$ cat config.mk
export PLATFORM = sky130hd
export DESIGN_NAME = display_mode_best_fit_search_top
export DESIGN_NICKNAME = d
export VERILOG_FILES = /design/src/rtl/dmbf_pkg.sv /design/src/rtl/dmbf_ram.sv /design/src/rtl/dmbf_ctrl.sv /design/src/rtl/dmbf_datapath.sv /design/src/rtl/display_mode_best_fit_search_top.sv
export SDC_FILE = /design/constraint.sdc
export NUM_CORES = 2
export LEC_CHECK = 0
export ABC_CLOCK_PERIOD_IN_PS = 14400
export CAP_MARGIN = 20
export CELL_PAD_IN_SITES_DETAIL_PLACEMENT = 1
export CELL_PAD_IN_SITES_GLOBAL_PLACEMENT = 1
export CORE_MARGIN = 2
export CORE_UTILIZATION = 45
export CTS_CLUSTER_SIZE = 25
export DETAILED_ROUTE_END_ITERATION = 12
export DONT_BUFFER_PORTS = 1
export PLACE_DENSITY_LB_ADDON = 0.1
export SLEW_MARGIN = 20
export SYNTH_ARGS = -nofsm -noshare
export SYNTH_HDL_FRONTEND = slang
export SYNTH_SLANG_ARGS = --single-unit
$ cat constraint.sdc
create_clock -name clk -period 14.4 [get_ports clk]
set_input_delay 0.72 -clock clk [delete_from_list [all_inputs] [get_ports clk]]
set_output_delay 0.72 -clock clk [all_outputs]
set_load 0.02 [all_outputs]
$ cat src/rtl/dmbf_pkg.sv
`timescale 1ns / 1ps
`default_nettype none
// ----------------------------------------------------------------------------
// dmbf_pkg
// Shared types, codes and helpers for the display mode best-fit search block.
// ----------------------------------------------------------------------------
package dmbf_pkg;

    typedef enum logic [1:0] {
        CMD_WRITE    = 2'd0,
        CMD_VALIDATE = 2'd1,
        CMD_FIND     = 2'd2,
        CMD_BEST     = 2'd3
    } cmd_t;

    typedef enum logic [1:0] {
        ST_IDLE,
        ST_SCAN,
        ST_DRAIN,
        ST_RESULT
    } state_t;

    localparam logic [1:0] CFG_ENTRY_COUNT = 2'd0;
    localparam logic [1:0] CFG_MAX_PCLK    = 2'd1;

    localparam logic [32:0] ROUND_BYTE  = 33'd7;
    localparam logic [30:0] ROUND_ALIGN = 31'd63;
    localparam logic [30:0] PITCH_LIMIT = 31'h0000_FFFF;

    localparam logic [15:0] BPP_8  = 16'd8;
    localparam logic [15:0] BPP_16 = 16'd16;
    localparam logic [15:0] BPP_24 = 16'd24;
    localparam logic [15:0] BPP_32 = 16'd32;

    typedef struct packed {
        logic [15:0] w;
        logic [15:0] h;
        logic [15:0] bpp;
        logic [15:0] hz;
        logic [15:0] pitch;
        logic [31:0] clk;
    } mode_t;

    typedef struct packed {
        logic write_entry;
        logic start;
        logic issue;
        logic load_out;
    } ctrl_cmd_t;

    typedef struct packed {
        logic more;
        logic pipe_busy;
        logic out_free;
    } dp_status_t;

    function automatic logic bpp_ok(input logic [15:0] bpp);
        return (bpp == BPP_8) || (bpp == BPP_16) || (bpp == BPP_24) || (bpp == BPP_32);
    endfunction

    // prod = width * bpp; a zero factor gives a zero product and so a zero pitch
    function automatic logic [15:0] min_pitch_of(input logic [31:0] prod);
        logic [29:0] raw;
        logic [30:0] al;
        raw = 30'(({1'b0, prod} + ROUND_BYTE) >> 3);
        al  = ({1'b0, raw} + ROUND_ALIGN) & ~ROUND_ALIGN;
        return (al > PITCH_LIMIT) ? 16'd0 : al[15:0];
    endfunction

endpackage
`default_nettype wire

$ cat src/rtl/dmbf_ram.sv
`timescale 1ns / 1ps
`default_nettype none
// ----------------------------------------------------------------------------
// dmbf_ram
// Generic single-write, single-read RAM with registered read data.
// ----------------------------------------------------------------------------
module dmbf_ram #(
    parameter int WIDTH = 112,
    parameter int DEPTH = 16
) (
    input  wire logic                                      clk,
    input  wire logic                                      we,
    input  wire logic [((DEPTH > 1) ? $clog2(DEPTH) : 1)-1:0] waddr,
    input  wire logic [WIDTH-1:0]                          wdata,
    input  wire logic [((DEPTH > 1) ? $clog2(DEPTH) : 1)-1:0] raddr,
    output logic      [WIDTH-1:0]                          rdata
);

    logic [WIDTH-1:0] mem [DEPTH];
    logic [WIDTH-1:0] rdata_reg;

    always_ff @(posedge clk)
    begin
        if (we)
        begin
            mem[waddr] <= wdata;
        end
        rdata_reg <= mem[raddr];
    end

    assign rdata = rdata_reg;

endmodule
`default_nettype wire

$ cat src/rtl/dmbf_ctrl.sv
`timescale 1ns / 1ps
`default_nettype none
// ----------------------------------------------------------------------------
// dmbf_ctrl
// Sequencer: takes commands, drives the table scan, hands off the result.
// ----------------------------------------------------------------------------
module dmbf_ctrl (
    input  wire logic                  clk,
    input  wire logic                  rst_n,
    input  wire logic                  in_valid,
    input  wire logic [1:0]            command,
    input  wire dmbf_pkg::dp_status_t  status,
    output logic                       in_ready,
    output dmbf_pkg::ctrl_cmd_t        ctl
);

    dmbf_pkg::state_t state_reg;
    dmbf_pkg::state_t state_next;
    logic             xfer;

    always_ff @(posedge clk or negedge rst_n)
    begin
        if (!rst_n)
        begin
            state_reg <= dmbf_pkg::ST_IDLE;
        end
        else
        begin
            state_reg <= state_next;
        end
    end

    always_comb
    begin
        state_next      = state_reg;
        in_ready        = 1'b0;
        xfer            = 1'b0;
        ctl.write_entry = 1'b0;
        ctl.start       = 1'b0;
        ctl.issue       = 1'b0;
        ctl.load_out    = 1'b0;
        case (state_reg)
            dmbf_pkg::ST_IDLE:
            begin
                in_ready = 1'b1;
                xfer     = in_valid;
                if (xfer)
                begin
                    if (command == dmbf_pkg::CMD_WRITE)
                    begin
                        ctl.write_entry = 1'b1;
                    end
                    else
                    begin
                        ctl.start  = 1'b1;
                        state_next = dmbf_pkg::ST_SCAN;
                    end
                end
            end
            dmbf_pkg::ST_SCAN:
            begin
                ctl.issue = status.more;
                if (!status.more)
                begin
                    state_next = dmbf_pkg::ST_DRAIN;
                end
            end
            dmbf_pkg::ST_DRAIN:
            begin
                if (!status.pipe_busy)
                begin
                    state_next = dmbf_pkg::ST_RESULT;
                end
            end
            dmbf_pkg::ST_RESULT:
            begin
                if (status.out_free)
                begin
                    ctl.load_out = 1'b1;
                    state_next   = dmbf_pkg::ST_IDLE;
                end
            end
            default:
            begin
                state_next = dmbf_pkg::ST_IDLE;
            end
        endcase
    end

endmodule
`default_nettype wire

$ cat src/rtl/dmbf_datapath.sv
`timescale 1ns / 1ps
`default_nettype none
// ----------------------------------------------------------------------------
// dmbf_datapath
// Mode table, config registers, scan pipeline (read, multiply, evaluate)
// and output register.
// ----------------------------------------------------------------------------
module dmbf_datapath #(
    parameter int TABLE_DEPTH = 16
) (
    input  wire logic                 clk,
    input  wire logic                 rst_n,
    input  wire dmbf_pkg::ctrl_cmd_t  ctl,
    output dmbf_pkg::dp_status_t      status,
    input  wire logic                 cfg_valid,
    input  wire logic [1:0]           cfg_index,
    input  wire logic [31:0]          cfg_data,
    input  wire logic [1:0]           command,
    input  wire logic [3:0]           entry_index,
    input  wire logic [15:0]          width,
    input  wire logic [15:0]          height,
    input  wire logic [15:0]          bpp,
    input  wire logic [15:0]          refresh_rate,
    input  wire logic [15:0]          line_pitch,
    input  wire logic [31:0]          pixel_clock,
    input  wire logic                 out_ready,
    output logic                      out_valid,
    output logic                      found,
    output logic [3:0]                match_index,
    output logic [15:0]               min_pitch
);

    localparam int IDX_W  = (TABLE_DEPTH > 1) ? $clog2(TABLE_DEPTH) : 1;
    localparam int CNT_W  = $clog2(TABLE_DEPTH + 1);
    localparam int MODE_W = $bits(dmbf_pkg::mode_t);

    // config
    logic [4:0]  entry_count_reg;
    logic [31:0] max_pclk_reg;

    // query context
    dmbf_pkg::mode_t query_reg;
    logic [1:0]      qcmd_reg;
    logic [CNT_W-1:0] limit_reg;
    logic [CNT_W-1:0] limit_next;
    logic [CNT_W-1:0] cnt_reg;

    // pipeline
    logic             s1_valid_reg;
    logic [IDX_W-1:0] s1_idx_reg;
    logic             s2_valid_reg;
    logic [IDX_W-1:0] s2_idx_reg;
    dmbf_pkg::mode_t  s2_mode_reg;
    logic [31:0]      s2_prod_reg;

    // running result
    logic        hit_reg;
    logic        hit_next;
    logic [3:0]  res_idx_reg;
    logic [3:0]  res_idx_next;
    logic [15:0] res_pitch_reg;
    logic [15:0] res_pitch_next;
    logic [15:0] best_w_reg;
    logic [15:0] best_h_reg;
    logic [31:0] best_clk_reg;
    logic        take_best;

    // output register
    logic        out_valid_reg;
    logic        found_reg;
    logic [3:0]  match_index_reg;
    logic [15:0] min_pitch_reg;

    logic [MODE_W-1:0] ram_rdata;
    dmbf_pkg::mode_t   wr_mode;
    dmbf_pkg::mode_t   cand;
    logic              slot_ok;
    logic [15:0]       mp;
    logic              mode_ok;
    logic              base_ok;
    logic              better;

    assign wr_mode = '{w: width, h: height, bpp: bpp, hz: refresh_rate,
                       pitch: line_pitch, clk: pixel_clock};
    assign slot_ok = ({28'd0, entry_index} < 32'(TABLE_DEPTH));

    dmbf_ram #(
        .WIDTH (MODE_W),
        .DEPTH (TABLE_DEPTH)
    ) u_table (
        .clk   (clk),
        .we    (ctl.write_entry && slot_ok),
        .waddr (IDX_W'(entry_index)),
        .wdata (wr_mode),
        .raddr (cnt_reg[IDX_W-1:0]),
        .rdata (ram_rdata)
    );

    always_ff @(posedge clk or negedge rst_n)
    begin
        if (!rst_n)
        begin
            entry_count_reg <= '0;
            max_pclk_reg    <= '0;
        end
        else if (cfg_valid)
        begin
            if (cfg_index == dmbf_pkg::CFG_ENTRY_COUNT)
            begin
                entry_count_reg <= cfg_data[4:0];
            end
            else if (cfg_index == dmbf_pkg::CFG_MAX_PCLK)
            begin
                max_pclk_reg <= cfg_data;
            end
        end
    end

    // validate runs a single pass with the query itself as candidate
    always_comb
    begin
        if (command == dmbf_pkg::CMD_VALIDATE)
        begin
            limit_next = CNT_W'(1);
        end
        else if ({27'd0, entry_count_reg} > 32'(TABLE_DEPTH))
        begin
            limit_next = CNT_W'(TABLE_DEPTH);
        end
        else
        begin
            limit_next = CNT_W'(entry_count_reg);
        end
    end

    assign cand = (qcmd_reg == dmbf_pkg::CMD_VALIDATE) ? query_reg
                                                        : dmbf_pkg::mode_t'(ram_rdata);

    // evaluate stage
    assign mp      = dmbf_pkg::min_pitch_of(s2_prod_reg);
    assign mode_ok = (s2_mode_reg.w != 16'd0) && (s2_mode_reg.h != 16'd0)
                  && dmbf_pkg::bpp_ok(s2_mode_reg.bpp) && (s2_mode_reg.hz != 16'd0)
                  && (s2_mode_reg.pitch >= mp) && (s2_mode_reg.clk != 32'd0)
                  && (s2_mode_reg.clk <= max_pclk_reg);
    assign base_ok = mode_ok && (s2_mode_reg.bpp == query_reg.bpp)
                  && ((query_reg.hz == 16'd0) || (s2_mode_reg.hz == query_reg.hz));
    assign better  = !hit_reg || (s2_mode_reg.w < best_w_reg)
                  || ((s2_mode_reg.w == best_w_reg) && (s2_mode_reg.h < best_h_reg))
                  || ((s2_mode_reg.w == best_w_reg) && (s2_mode_reg.h == best_h_reg)
                      && (s2_mode_reg.clk < best_clk_reg));

    always_comb
    begin
        hit_next       = hit_reg;
        res_idx_next   = res_idx_reg;
        res_pitch_next = res_pitch_reg;
        take_best      = 1'b0;
        if (ctl.start)
        begin
            hit_next       = 1'b0;
            res_idx_next   = 4'd0;
            res_pitch_next = 16'd0;
        end
        else if (s2_valid_reg)
        begin
            case (qcmd_reg)
                dmbf_pkg::CMD_VALIDATE:
                begin
                    hit_next       = mode_ok;
                    res_pitch_next = mp;
                end
                dmbf_pkg::CMD_FIND:
                begin
                    // first match wins
                    if (base_ok && !hit_reg && (s2_mode_reg.w == query_reg.w)
                        && (s2_mode_reg.h == query_reg.h))
                    begin
                        hit_next     = 1'b1;
                        res_idx_next = 4'(s2_idx_reg);
                    end
                end
                dmbf_pkg::CMD_BEST:
                begin
                    if (base_ok && (s2_mode_reg.w >= query_reg.w)
                        && (s2_mode_reg.h >= query_reg.h) && better)
                    begin
                        hit_next     = 1'b1;
                        res_idx_next = 4'(s2_idx_reg);
                        take_best    = 1'b1;
                    end
                end
                default:
                begin
                    hit_next = hit_reg;
                end
            endcase
        end
    end

    always_ff @(posedge clk or negedge rst_n)
    begin
        if (!rst_n)
        begin
            cnt_reg       <= '0;
            limit_reg     <= '0;
            s1_valid_reg  <= 1'b0;
            s2_valid_reg  <= 1'b0;
            hit_reg       <= 1'b0;
            out_valid_reg <= 1'b0;
        end
        else
        begin
            if (ctl.start)
            begin
                cnt_reg   <= '0;
                limit_reg <= limit_next;
            end
            else if (ctl.issue)
            begin
                cnt_reg <= cnt_reg + CNT_W'(1);
            end
            s1_valid_reg <= ctl.issue;
            s2_valid_reg <= s1_valid_reg;
            hit_reg      <= hit_next;
            if (ctl.load_out)
            begin
                out_valid_reg <= 1'b1;
            end
            else if (out_ready)
            begin
                out_valid_reg <= 1'b0;
            end
        end
    end

    always_ff @(posedge clk)
    begin
        if (ctl.start)
        begin
            query_reg <= wr_mode;
            qcmd_reg  <= command;
        end
        s1_idx_reg    <= cnt_reg[IDX_W-1:0];
        s2_idx_reg    <= s1_idx_reg;
        s2_mode_reg   <= cand;
        s2_prod_reg   <= {16'd0, cand.w} * {16'd0, cand.bpp};
        res_idx_reg   <= res_idx_next;
        res_pitch_reg <= res_pitch_next;
        if (take_best)
        begin
            best_w_reg   <= s2_mode_reg.w;
            best_h_reg   <= s2_mode_reg.h;
            best_clk_reg <= s2_mode_reg.clk;
        end
        if (ctl.load_out)
        begin
            found_reg       <= hit_reg;
            match_index_reg <= hit_reg ? res_idx_reg : 4'd0;
            min_pitch_reg   <= res_pitch_reg;
        end
    end

    assign status.more      = (cnt_reg < limit_reg);
    assign status.pipe_busy = s1_valid_reg || s2_valid_reg;
    assign status.out_free  = !out_valid_reg || out_ready;

    assign out_valid   = out_valid_reg;
    assign found       = found_reg;
    assign match_index = match_index_reg;
    assign min_pitch   = min_pitch_reg;

endmodule
`default_nettype wire

$ cat src/rtl/display_mode_best_fit_search_top.sv
`timescale 1ns / 1ps
`default_nettype none
// ----------------------------------------------------------------------------
// display_mode_best_fit_search_top
// Display mode table with validate, exact search and best-fit search.
// ----------------------------------------------------------------------------
// Commands arrive on the in_* valid/ready channel. A write-entry command
// stores a mode in the table and returns nothing. Validate,
// find-exact and pick-best each return one result on the out_* channel.
// Config registers (0 entry_count, 1 max_pixel_clock) are written through the
// cfg_* channel, which is always ready; write them only while the block is idle.
// A search streams n = min(entry_count, TABLE_DEPTH) entries from the table RAM,
// one per cycle, through a read / multiply / evaluate pipeline (validate sends
// only the query itself); the next command is taken once the result has been
// loaded into the output register. The RAM read port and the single pitch
// multiplier limit the scan to one entry per cycle.
// Results sit in an output register: a stalled receiver holds the result and
// the block keeps working on the next command, stalling only when a new
// result is ready and the register is still full.
// Reset clears the config registers and control; table contents are
// undefined until written and must be written before they are searched.
// ----------------------------------------------------------------------------
module display_mode_best_fit_search_top #(
    parameter int TABLE_DEPTH = 16
) (
    input  wire logic        clk,
    input  wire logic        rst_n,
    input  wire logic        cfg_valid,
    output logic             cfg_ready,
    input  wire logic [1:0]  cfg_index,
    input  wire logic [31:0] cfg_data,
    input  wire logic        in_valid,
    output logic             in_ready,
    input  wire logic [1:0]  command,
    input  wire logic [3:0]  entry_index,
    input  wire logic [15:0] width,
    input  wire logic [15:0] height,
    input  wire logic [15:0] bpp,
    input  wire logic [15:0] refresh_rate,
    input  wire logic [15:0] line_pitch,
    input  wire logic [31:0] pixel_clock,
    output logic             out_valid,
    input  wire logic        out_ready,
    output logic             found,
    output logic [3:0]       match_index,
    output logic [15:0]      min_pitch
);

    dmbf_pkg::ctrl_cmd_t  ctl;
    dmbf_pkg::dp_status_t status;

    assign cfg_ready = 1'b1;

    dmbf_ctrl u_ctrl (
        .clk      (clk),
        .rst_n    (rst_n),
        .in_valid (in_valid),
        .command  (command),
        .status   (status),
        .in_ready (in_ready),
        .ctl      (ctl)
    );

    dmbf_datapath #(
        .TABLE_DEPTH (TABLE_DEPTH)
    ) u_datapath (
        .clk          (clk),
        .rst_n        (rst_n),
        .ctl          (ctl),
        .status       (status),
        .cfg_valid    (cfg_valid),
        .cfg_index    (cfg_index),
        .cfg_data     (cfg_data),
        .command      (command),
        .entry_index  (entry_index),
        .width        (width),
        .height       (height),
        .bpp          (bpp),
        .refresh_rate (refresh_rate),
        .line_pitch   (line_pitch),
        .pixel_clock  (pixel_clock),
        .out_ready    (out_ready),
        .out_valid    (out_valid),
        .found        (found),
        .match_index  (match_index),
        .min_pitch    (min_pitch)
    );

    // a result is never loaded over one still waiting for transfer
    a_load_free: assert property (@(posedge clk) disable iff (!rst_n)
        ctl.load_out |-> (!out_valid || out_ready))
        else $error("result loaded over a pending result");

    // no new command while the scan pipeline still holds entries
    a_idle_empty: assert property (@(posedge clk) disable iff (!rst_n)
        in_ready |-> !status.pipe_busy)
        else $error("command taken with scan pipeline busy");

    // reads stay within the scan limit
    a_issue_more: assert property (@(posedge clk) disable iff (!rst_n)
        ctl.issue |-> status.more)
        else $error("table read past scan limit");

    // once a query starts, the input is no longer ready
    a_start_busy: assert property (@(posedge clk) disable iff (!rst_n)
        ctl.start |=> !in_ready)
        else $error("input open right after query start");

endmodule
`default_nettype wire

==> results.json <==
{
  "status": "completed",
  "crit_top_cell": "fa_1",
  "root_buffer": "clkbuf_16",
  "nNetsFinal": 5869,
  "drtPass1Iterations": 5,
  "synth_seq_cells": 2316,
  "io_buffers": 0,
  "grt_pass1_wl_um": 356900,
  "clock_latency_ns": 0.91,
  "initial_utilization": 0.4535,
  "grt_pass1_vias": 50300,
  "cts_buffer_depth": 3,
  "drc": 0,
  "cts_tree": "built",
  "syn_avg_cell_area_um2": 19.14,
  "arrival_ns": 9.34,
  "ant_nets": 0,
  "synthMuxAreaShare": 0.1503,
  "io_pins": 181,
  "critPathMaxStageDelay_ns": 0.82,
  "cts_sinks": 2316,
  "wl_um": 244200,
  "vias_per_cell": 5.650,
  "synth_compound_area_frac": 0.01673,
  "postCtsSetupRepairBufs": 0,
  "crit_family": "adder cells",
  "crit_path_end": "u_datapath.s2_prod_reg[30]$_DFF_P_",
  "ys_seq_area_frac": 0.6984,
  "clock_skew_ns": 0.08989,
  "hold_viol_final": 0,
  "ys_async_sr_fraction": 0.02288,
  "slew_viol_final": 0,
  "ys_warn_count": 0,
  "grt_usage": 0.2276,
  "worstMarginPinSlew_ns": 1.077,
  "yosys-top-cells-area": "edfxtp_1 (63%), mux4_2 (13%), dfxtp_1 (5.8%)",
  "clk_pin_slew_worst_paths_ns": 0.06,
  "synthSimpleGateAreaFrac": 0.03029,
  "synth-edff-count": 1985,
  "hp-class": "input port to flop",
  "overflow": 0,
  "grt_max_degree": 95,
  "rows": 168,
  "core_area_um2": 210000,
  "netlist.area_leader.share": 0.6260,
  "setup_violations": 0,
  "min_period_ns": 8.590,
  "drive_gt1_frac": 0.2126,
  "numCtsBuffers": 234,
  "fmax_ghz": 0.1164,
  "r2r_cells": 26,
  "grt_antenna_before_repair": 36,
  "synthCells": 4975,
  "synthAdderAreaFrac": 0.07403,
  "top_register": "u_datapath.u_table.mem",
  "syn_to_final_growth_pct": 13.83,
  "worstSetupEndpointType": "flop",
  "syn_area_um2": 95220,
  "r2r-start": "u_datapath.qcmd_reg[1]$_DFFE_PP_",
  "wire_per_inst_um": 29.47,
  "synth_top_family_by_area": "multiplexers",
  "crit_path_top_delay_cell": "buf_4",
  "place_congestion": 0.8598,
  "vias": 46830,
  "slew_headroom": 0.2823,
  "yosysTopAreaCell": "edfxtp_1",
  "crit_start": "u_datapath.qcmd_reg[1]$_DFFE_PP_",
  "largest_register_ff_count": 1792,
  "cp_max_fo": 44,
  "crit_cells": 26,
  "finalSetupTns_ns": 0,
  "chipHeight_um": 464.0,
  "start_kind": "flop",
  "drtIter0Drc": 3673,
  "r2r-end": "u_datapath.s2_prod_reg[30]$_DFF_P_",
  "period_share": 0.5965,
  "h-tree-depth": 4,
  "synth_xor_area_frac": 0.007161,
  "worstHoldPathCells": 2,
  "min_from": "in_valid",
  "worst-path-buf-inv": 6,
  "synth-main-ff-cell": "edfxtp_1",
  "die_w_um": 464.0,
  "die_area_um2": 215300,
  "ys_types": 79,
  "cts-hold-fix-buffers": 149,
  "cts_resized": 0,
  "rsz0062_at_grt": "false",
  "required_ns": 15.15,
  "path_class": "flop to flop",
  "dpl.hpwl_um": 143500,
  "drv_cap": 0,
  "ff2ff_setup_slack_ns": 5.81
}
==> cell families (layout without fill, tap and decap cells) <==
kind of cell    count (synthesis)  after routing
buf+inv                       575           1070
compound gates                233            233
simple gates                  611            611
other cells                     2             15
fa+ha+maj                     447            447
flops                        2316           2316
mux                           714            714
xor+xnor                       77             77
==> cell usage after synthesis (33+ instances only) <==
library cell     n
fa_1           194
dfxtp_1        278
nand4_1         50
xnor2_1         60
mux2_2         123
buf_1           60
clkbuf_1       114
nand3_1         33
nor2_1         159
ha_1           253
a21oi_1         50
inv_1          384
o21ai_0         38
dfrtp_1         53
mux4_2         560
nand2_1        221
nor4_1          35
a21o_1          40
edfxtp_1      1985
==> routing by layer <==
metal  up-vias  track usage  share of wire
li1      19960            -              -
met5         -            0        0.00093
met4        32      0.04772          0.019
met3       317      0.03376          0.040
met1     25530       0.3275           0.46
met2       998       0.3705           0.49
==> per-stage QoR <==
stage	util	hold slack, ns	std cells	worst slack (ns)	area (µm²)
global route	0.5161	0.06545	8282	5.264	108400
detailed placement	0.4712	0.3164	7684	5.911	98940
global placement	0.4712	0.3096	7684	6.022	98940
CTS	0.5159	0.03057	8279	5.794	108300
finish	0.5162	0.1262	8288	5.810	108400
floorplan	-	0.3096	4980	4.166	95240
==> placed cells by master, fill, tap and decap left out, types with 42 or more instances in the layout <==
master	instances
dlygate4sd3_1	148
a21oi_1	50
nor2_1	147
edfxtp_1	1985
nand4_1	50
clkinv_1	42
nand2_1	221
clkbuf_1	56
xnor2_1	60
buf_4	71
dfrtp_1	49
inv_1	383
dfxtp_1	278
mux2_2	123
clkinv_2	50
mux4_2	560
fa_1	194
ha_1	252
clkbuf_16	237
==> worst min path at each step <==
| stage | end | slack [ns] |
|---|---|---|
| floorplan | u_datapath.s2_idx_reg[0]$_DFF_P_ | 0.31 |
| finish | u_datapath.limit_reg[4]$_DFFE_PN0P_ | 0.13 |
| detailed placement | u_datapath.s2_idx_reg[2]$_DFF_P_ | 0.32 |
| CTS | u_datapath.limit_reg[4]$_DFFE_PN0P_ | 0.03 |
| global route | u_datapath.u_table.mem[12][6]$_DFFE_PP_ | 0.07 |
| global placement | u_datapath.s2_idx_reg[2]$_DFF_P_ | 0.31 |
==> cell type report <==
| cell class | instances | area [µm²] |
|---|---|---|
| inverter | 391 | 1473 |
| clock inverter | 123 | 1333 |
| sequential | 2316 | 66510 |
| antenna | 8 | 20.02 |
| fill | 18800 | 101600 |
| tap | 2805 | 3510 |
| multi-input combinational | 2089 | 26680 |
| timing repair buffer | 233 | 2310 |
| clock buffer | 323 | 6554 |
Power is left out: the tool's default activity adds up to more than one toggle a clock period on the data nets, which glitch-free logic cannot reach.
